<file path="src/design/ccbd_pkg.sv">
// Types and constants shared by the console CPU bus decoder modules.
package ccbd_pkg;

	localparam int BANK_COUNT = 8;
	localparam int BANK_W     = 3;

	localparam int IN_TDATA_W  = 48;
	localparam int OUT_TDATA_W = 72;

	typedef enum logic [1:0] {
		OP_RD_BYTE = 2'd0,
		OP_RD_WORD = 2'd1,
		OP_WR_BYTE = 2'd2,
		OP_WR_WORD = 2'd3
	} op_t;

	typedef enum logic [3:0] {
		TGT_LOCAL    = 4'd0,
		TGT_ROM      = 4'd1,
		TGT_VDP_DATA = 4'd2,
		TGT_VDP_CTRL = 4'd3,
		TGT_VDP_HV   = 4'd4,
		TGT_PSG      = 4'd5,
		TGT_COPROC   = 4'd6,
		TGT_PAD_DATA = 4'd7,
		TGT_PAD_CTRL = 4'd8
	} target_t;

	typedef enum logic [1:0] {
		LANE_WORD = 2'd0,
		LANE_HIGH = 2'd1,
		LANE_LOW  = 2'd2,
		LANE_DUP  = 2'd3
	} lane_t;

	// Memory map constants.
	localparam logic [23:0] VDP_MASK     = 24'hE700E0;
	localparam logic [23:0] VDP_BASE     = 24'hC00000;
	localparam logic [23:0] BANK_SEL_MSK = 24'h380000;
	localparam logic [23:0] BANK_OFF_MSK = 24'h07FFFF;
	localparam logic [15:0] IO_VERSION   = 16'hA0A0;
	localparam logic [23:0] BUSREQ_ADDR  = 24'hA11100;
	localparam logic [23:0] ZRESET_ADDR  = 24'hA11200;
	localparam logic [15:0] ZWIN_MASK    = 16'h7FFF;
	localparam logic [23:0] RAM_BASE     = 24'hE00000;
	localparam logic [23:0] ROM_END      = 24'h400000;
	localparam logic [23:0] BANK_FIRST   = 24'hA130F3;
	localparam logic [23:0] IO_BASE      = 24'hA10000;
	localparam logic [7:0]  ZWIN_PAGE    = 8'hA0;

	typedef struct packed {
		op_t         op;
		logic [23:0] address;
		logic [15:0] write_data;
	} req_t;

	typedef struct packed {
		logic        unhandled;
		logic        coproc_reset_pulse;
		lane_t       lane_mode;
		logic [15:0] read_data;
		logic [15:0] out_data;
		logic [26:0] target_offset;
		target_t     target;
	} rsp_t;

	typedef struct packed {
		logic              ram_we;
		logic [15:0]       ram_wdata;
		logic              bus_req_we;
		logic              running_we;
		logic              flag_val;
		logic              bank_we;
		logic [BANK_W-1:0] bank_sel;
		logic [7:0]        bank_val;
	} upd_t;

endpackage

</file>
<file path="src/design/ccbd_decode.sv">
// Address decode and state update logic for one bus access.
module ccbd_decode (
	input  ccbd_pkg::req_t                            req,
	input  logic [15:0]                               ram_word,
	input  logic                                      cart_banked,
	input  logic [ccbd_pkg::BANK_COUNT-1:0][7:0]      bank_regs,
	input  logic                                      bus_req,
	input  logic                                      running,
	output ccbd_pkg::rsp_t                            rsp,
	output ccbd_pkg::upd_t                            upd
);
	import ccbd_pkg::*;

	logic        wr;
	logic        word;
	logic [23:0] a;
	logic [4:0]  lo;
	logic [15:0] v;
	logic        owned;
	logic [26:0] rom_off;
	logic        vdp_hit;
	logic        flag_bit;

	always_comb begin
		wr       = (req.op == OP_WR_BYTE) || (req.op == OP_WR_WORD);
		word     = (req.op == OP_RD_WORD) || (req.op == OP_WR_WORD);
		a        = req.address;
		lo       = a[4:0];
		v        = word ? req.write_data : {8'h00, req.write_data[7:0]};
		owned    = running && bus_req;
		vdp_hit  = (a & VDP_MASK) == VDP_BASE;
		flag_bit = word ? v[8] : v[0];
		rom_off  = cart_banked ? {bank_regs[a[21:19]], a[18:0]} : {3'b000, a};

		rsp = '0;
		upd = '0;
		upd.ram_wdata = ram_word;
		upd.flag_val  = flag_bit;
		upd.bank_sel  = a[3:1];
		upd.bank_val  = v[7:0];

		if (!wr) begin
			rsp.read_data = word ? 16'hFFFF : 16'h00FF;
			if (a < ROM_END) begin
				rsp.target        = TGT_ROM;
				rsp.target_offset = {rom_off[26:1], rom_off[0] && !word};
				if (word) begin
					rsp.lane_mode = LANE_WORD;
				end else begin
					rsp.lane_mode = rom_off[0] ? LANE_LOW : LANE_HIGH;
				end
			end else if (a >= RAM_BASE) begin
				if (word) begin
					rsp.read_data = ram_word;
				end else begin
					rsp.read_data = {8'h00, a[0] ? ram_word[7:0] : ram_word[15:8]};
				end
			end else if (a >= VDP_BASE) begin
				if (vdp_hit && !lo[4] && !(word && lo[0])) begin
					if (lo < 5'd4) begin
						rsp.target = TGT_VDP_DATA;
					end else if (lo < 5'd8) begin
						rsp.target = TGT_VDP_CTRL;
					end else begin
						rsp.target = TGT_VDP_HV;
					end
					if (word) begin
						rsp.lane_mode = LANE_WORD;
					end else begin
						rsp.lane_mode = lo[0] ? LANE_LOW : LANE_HIGH;
					end
				end
			end else if (a[23:16] == ZWIN_PAGE) begin
				if (owned) begin
					rsp.target        = TGT_COPROC;
					rsp.target_offset = {12'd0, a[14:0] & ZWIN_MASK[14:0]};
					rsp.lane_mode     = word ? LANE_DUP : LANE_LOW;
				end
			end else if (a[23:5] == IO_BASE[23:5]) begin
				if (!(word && lo[0])) begin
					if (lo[4:1] == 4'd0) begin
						rsp.read_data = word ? IO_VERSION : {8'h00, IO_VERSION[7:0]};
					end else if (lo[4:1] <= 4'd3) begin
						rsp.target        = TGT_PAD_DATA;
						rsp.target_offset = {25'd0, 2'(lo[2:1] - 2'd1)};
						rsp.lane_mode     = word ? LANE_DUP : LANE_LOW;
					end else if (lo[4:1] <= 4'd6) begin
						rsp.target        = TGT_PAD_CTRL;
						rsp.target_offset = {25'd0, lo[2:1]};
						rsp.lane_mode     = word ? LANE_DUP : LANE_LOW;
					end else if (!(lo[4:1] == 4'd7 || lo[4:1] == 4'd10 || lo[4:1] == 4'd13)) begin
						rsp.read_data = 16'h0000;
					end
				end
			end else if (a == BUSREQ_ADDR) begin
				rsp.read_data = word ? {7'd0, !owned, 8'h00} : {15'd0, !owned};
			end else if (a == ZRESET_ADDR) begin
				rsp.read_data = word ? {7'd0, running, 8'h00} : {15'd0, running};
			end else begin
				rsp.unhandled = 1'b1;
			end
			if (rsp.target != TGT_LOCAL) begin
				rsp.read_data = 16'h0000;
			end
		end else begin
			if (a >= RAM_BASE) begin
				upd.ram_we = 1'b1;
				if (word) begin
					upd.ram_wdata = v;
				end else if (a[0]) begin
					upd.ram_wdata = {ram_word[15:8], v[7:0]};
				end else begin
					upd.ram_wdata = {v[7:0], ram_word[7:0]};
				end
			end else if (a >= VDP_BASE) begin
				if (vdp_hit) begin
					if (!word) begin
						if (lo < 5'd4) begin
							rsp.target   = TGT_VDP_DATA;
							rsp.out_data = {v[7:0], v[7:0]};
						end else if (lo < 5'd8) begin
							rsp.target   = TGT_VDP_CTRL;
							rsp.out_data = {v[7:0], v[7:0]};
						end else if (lo[4:3] == 2'b10 && lo[0]) begin
							rsp.target   = TGT_PSG;
							rsp.out_data = v;
						end
					end else if (!lo[0]) begin
						if (lo < 5'd4) begin
							rsp.target   = TGT_VDP_DATA;
							rsp.out_data = v;
						end else if (lo < 5'd8) begin
							rsp.target   = TGT_VDP_CTRL;
							rsp.out_data = v;
						end else if (lo[4:3] == 2'b10) begin
							rsp.target   = TGT_PSG;
							rsp.out_data = {8'h00, v[7:0]};
						end
					end
				end
			end else if (a[23:16] == ZWIN_PAGE) begin
				if (owned) begin
					rsp.target        = TGT_COPROC;
					rsp.target_offset = {12'd0, a[14:0] & ZWIN_MASK[14:0]};
					rsp.out_data      = word ? {8'h00, v[15:8]} : v;
				end
			end else if (a[23:5] == IO_BASE[23:5]) begin
				if (!word) begin
					if (lo >= 5'd2 && lo <= 5'd7) begin
						rsp.target        = TGT_PAD_DATA;
						rsp.target_offset = {25'd0, 2'(lo[2:1] - 2'd1)};
						rsp.out_data      = v;
					end else if (lo >= 5'd8 && lo <= 5'd13) begin
						rsp.target        = TGT_PAD_CTRL;
						rsp.target_offset = {25'd0, lo[2:1]};
						rsp.out_data      = v;
					end
				end
			end else if (a == BUSREQ_ADDR) begin
				upd.bus_req_we = 1'b1;
			end else if (a == ZRESET_ADDR) begin
				upd.running_we             = 1'b1;
				rsp.coproc_reset_pulse     = flag_bit && !bus_req;
			end else if (a[23:4] == BANK_FIRST[23:4] && a[3:1] != 3'd0 && (a[0] == !word)) begin
				if (cart_banked) begin
					upd.bank_we = 1'b1;
				end else begin
					rsp.unhandled = 1'b1;
				end
			end else begin
				rsp.unhandled = 1'b1;
			end
		end
	end

endmodule

</file>
<file path="config.mk">
export PLATFORM = sky130hd
export DESIGN_NAME = ccbd_decode
export DESIGN_NICKNAME = d
export VERILOG_FILES = /design/src/design/ccbd_pkg.sv /design/src/design/ccbd_decode.sv
export SDC_FILE = /design/constraint.sdc
export NUM_CORES = 1
export LEC_CHECK = 0
export BUFFER_PORTS_ARGS = -buffer_cell sky130_fd_sc_hd__buf_2
export CAP_MARGIN = 20
export CORE_MARGIN = 8
export CORE_UTILIZATION = 40
export DETAILED_ROUTE_END_ITERATION = 16
export GPL_TIMING_DRIVEN = 0
export PLACE_DENSITY_LB_ADDON = 0.05
export SLEW_MARGIN = 20
export SYNTH_ARGS = -nofsm -noshare
export SYNTH_HDL_FRONTEND = slang
export SYNTH_SLANG_ARGS = --single-unit
</file>
<file path="constraint.sdc">
create_clock -name vclk -period 3.8
set_clock_uncertainty 0.2 [all_clocks]
set_input_delay 0.76 -clock vclk [all_inputs]
set_output_delay 0.76 -clock vclk [all_outputs]
set_load 0.03 [all_outputs]
</file>
; Yosys cells after proc, flatten, opt, wreduce, memory -nomap -nowiden
; Cells that the tools add are included.
; W data, S select, Z words.
[classes]
muxes = 124
reduce_logical = 23
n_lt_le_gt_ge = 12
n_eq_ne = 14
addsub = 1
[op_table]
columns = op, count
row1 = $mux W16, 29
row2 = $mux W47, 7
row3 = $mux W31, 5
row4 = $mux W27, 3
row5 = $eq A24 B24 Y1 const B, 2
row6 = $ge A24 B24 Y1 const B, 2
row7 = $mux W2, 23
row8 = $mux W19, 2
row9 = $mux W18, 2
row10 = $mux W3, 10
row11 = $mux W6, 5
row12 = $mux W1, 27
row13 = $bmux W8 S3, 1
row14 = $lt A24 B23 Y1 const B, 1
row15 = $mux W8, 3
row16 = $eq A20 B20 Y1 const B, 1
row17 = $eq A19 B19 Y1 const B, 1
row18 = $mux W9, 2
row19 = $mux W17, 1
row20 = $mux W4, 4
row21 = $logic_and A1 B1 Y1, 11
row22 = $eq A9 B9 Y1 const B, 1
row23 = $eq A4 B4 Y1 const B, 2
row24 = $eq A8 B8 Y1 const B, 1
row25 = other kinds (19), 28
[totals]
elab_cells = 174
input_bits = 125
reg_bits = 0

; Depth between registers and ports, before layout
[depth]
ltp_word = 15
depth_mapped = 10

; Worst setup path after synthesis
; Ideal clock, no wire load.
[synth_timing]
kind = input to output
startpoint = input port req[40] in the netlist's numbering
endpoint = output port rsp[66] in the netlist's numbering
slack_ns = -0.414
t_arrival_ns = 3.254
stages = 7
n_path_buf = 2
cell_sequence = clkbuf_1 inv_1 buf_1 ha_1 nand4_1 nor4_1 nor4_1
[synth_lines]
columns = element, line
row1 = from (decl), ccbd_decode.sv:3  ; input ccbd_pkg::req_t req,
row2 = to (decl), ccbd_decode.sv:9  ; output ccbd_pkg::rsp_t rsp,

==> metrics.txt <==
Max rail drop VDD=0.0000668 V; Yosys top cell by area=mux4_2; HP Start=bus_req; Synthesized Nets=512; router iterations before antenna repair=5; top cell type's share of synthesized area=13.7%; placed cells=676; setup violators final=0; number of port buffers=220; FF+latch count=0; cell area after synthesis=0.00264 sq mm; status=complete, no violations; Hold Crit Endpoint=rsp[65]; vias in the first global route=3982; Antenna diodes=0; hold_ws=1.62 ns; Hold Crit Class=in -> out; detailed router's first-iteration violation count=241; setup TNS=0 ns; critical path endpoint category=primary output; DR vias=4042; CP max stage cell=nor4_4; largest net degree at the start of global routing=12; synth warn=0; layout cell share with drive strength beyond 1=51.4%; Nets=748; dpl hpwl=11100 microns; post-synthesis instance total=379; Site Rows=29; pwr dens=113 mW/mm^2; die area=0.00944 sq mm; RSZ-0062 raised after global routing=true; crit-path cells=buf_2 -> buf_6 -> inv_2 -> ha_2 -> nor2b_2 -> o21bai_2 -> nor4_4 -> nand4bb_1 -> a21o_1 -> buf_6 -> a31oi_1 -> buf_2; slew margin rel.=54.1%; post-route insts no fill=690; mean routed wirelength per cell=19.6 microns; sequential share of the synthesized area=0%; Final ANT Viol Nets=0; Syn Area/Cell=6.96 sq um; crit path max fanout=10; Arr. time, crit path=2.77 ns; initial antenna violation count=0; Residual DRC=0; GRT Overall Usage=25.8%; Via-to-Cell Ratio=5.86; WP buf/inv=5; Tightest Pin Transition=0.683 ns; I/O pin count=224; Reg area=0 sq um; Tmin final=3.73 ns; crit path kind=in -> out; Lkg Pwr=2.07 nW; Die Span Y=97.2 microns; Max Cap Viol=0; Synth cell types=63; Area Growth Syn to Fin=55.2%; Overflow after GRT=0; # clk buffers=0; Final Hold Viols=0; FILL cells=607; first-pass GRT wire length=21100 microns; fin crit share=98.2%; Final Max Slew Viols=0; slowest cell delay on critical path=0.37 ns; DIE WIDTH=97.2 microns; hold depth=3; RD Place Congestion=0.943; cell family with most CP delay=simple AND/OR/NAND/NOR gates; initial core utilization=41.5%; WP data required=2.84 ns; Routed WL=13500 microns; Area contributors post-synth=mux4_2 14%, nor2_1 6.4%, nand2_1 5.7%; crit start category=input port; Fmax=268 MHz; Core Area=0.00635 sq mm
-- where the power goes --
group          total (W)  internal (W)  switching [W]
clock                  0             0              0
combinational   0.000463      0.000180       0.000283
sequential             0             0              0
total           0.000463      0.000180       0.000283
-- kinds of logic (layout without fill, tap and decap cells) --
family	after synthesis	in the layout	synth area share [%]
AND/OR/NAND/NOR	178	178	37.6
XOR/XNOR	2	2	0.665
buffers and inverters	48	282	9.30
adder cells (fa/ha/maj)	8	8	3.80
AO/OA/AOI/OAI	113	113	29.3
multiplexers	30	30	19.4
-- synthesized netlist by cell type, drive strengths merged, types with 2 or more instances --
cell type,number
nor3b,3
o21a,3
buf,27
ha,8
nor3,10
mux2,8
o21ai,22
a22o,8
or2,3
and3,8
a22oi,17
mux4,16
a21o,4
nor2b,17
nand4b,2
a211oi,2
xor2,2
clkbuf,11
a31oi,14
nor2,47
inv,9
mux2i,6
nand4,7
o22a,2
or3,5
a21oi,22
o211ai,4
nand2b,5
o31ai,4
nor4,12
nand2,40
nand3,11
and2,5
-- metrics by stage --
stage          utilization, %  power, W  setup WS (ns)  area [sq um]
4_1_cts                  61.6  0.000452        0.00308          3910
3_3_place_gp             60.6  0.000441         -0.150          3850
5_1_grt                  64.4  0.000496        -0.0534          4090
2_1_floorplan               -  0.000280        -0.0177          2650
3_5_place_dp             60.6  0.000445         -0.157          3850
6_report                 64.4  0.000463         0.0666          4090
-- cell type report --
cell class | count | area [sq um] | area share [%]
Multi-Input combinational cell | 331 | 2510 | 61.3
Timing Repair Buffer | 234 | 1230 | 30.0
Buffer | 38 | 223 | 5.44
Tap cell | 77 | 96.3 | 2.35
Inverter | 10 | 37.5 | 0.917
-- worst max path at each step --
stage	startpoint	endpoint	slack, ns	cells after the start
after CTS	req[16]	rsp[1]	0.003	8
after global routing	req[41]	upd[21]	-0.05	7
after detailed placement	req[16]	rsp[1]	-0.16	8
after floorplan	req[40]	rsp[66]	-0.02	7
after global placement	req[16]	rsp[1]	-0.15	8
final	req[17]	rsp[49]	0.07	12
-- layout by cell type, fill, tap and decap left out, drive strengths merged, types with 5 or more instances in the layout --
cell	instances
a21oi	22
a22o	8
a22oi	17
a31oi	14
and2	5
and3	8
buf	257
clkbuf	15
ha	8
inv	9
mux2	8
mux2i	6
mux4	16
nand2	40
nand2b	5
nand3	11
nand4	7
nor2	47
nor2b	17
nor3	10
nor4	12
o21ai	22
or3	5
-- per-layer routing --
metal	GRT usage, %	routed length [microns]
met3	4.62	1300
met4	6.27	359
met5	0	0
met2	46.7	6810
met1	30.4	5070
-- repair_timing --
item,4_1_cts,5_1_grt
hold buffers,0,0
resized for setup,13,23
setup buffers,1,13
setup endpoints to repair,25,48
pin swaps,3,7
Note: power is estimated with default switching activity, not from simulation.
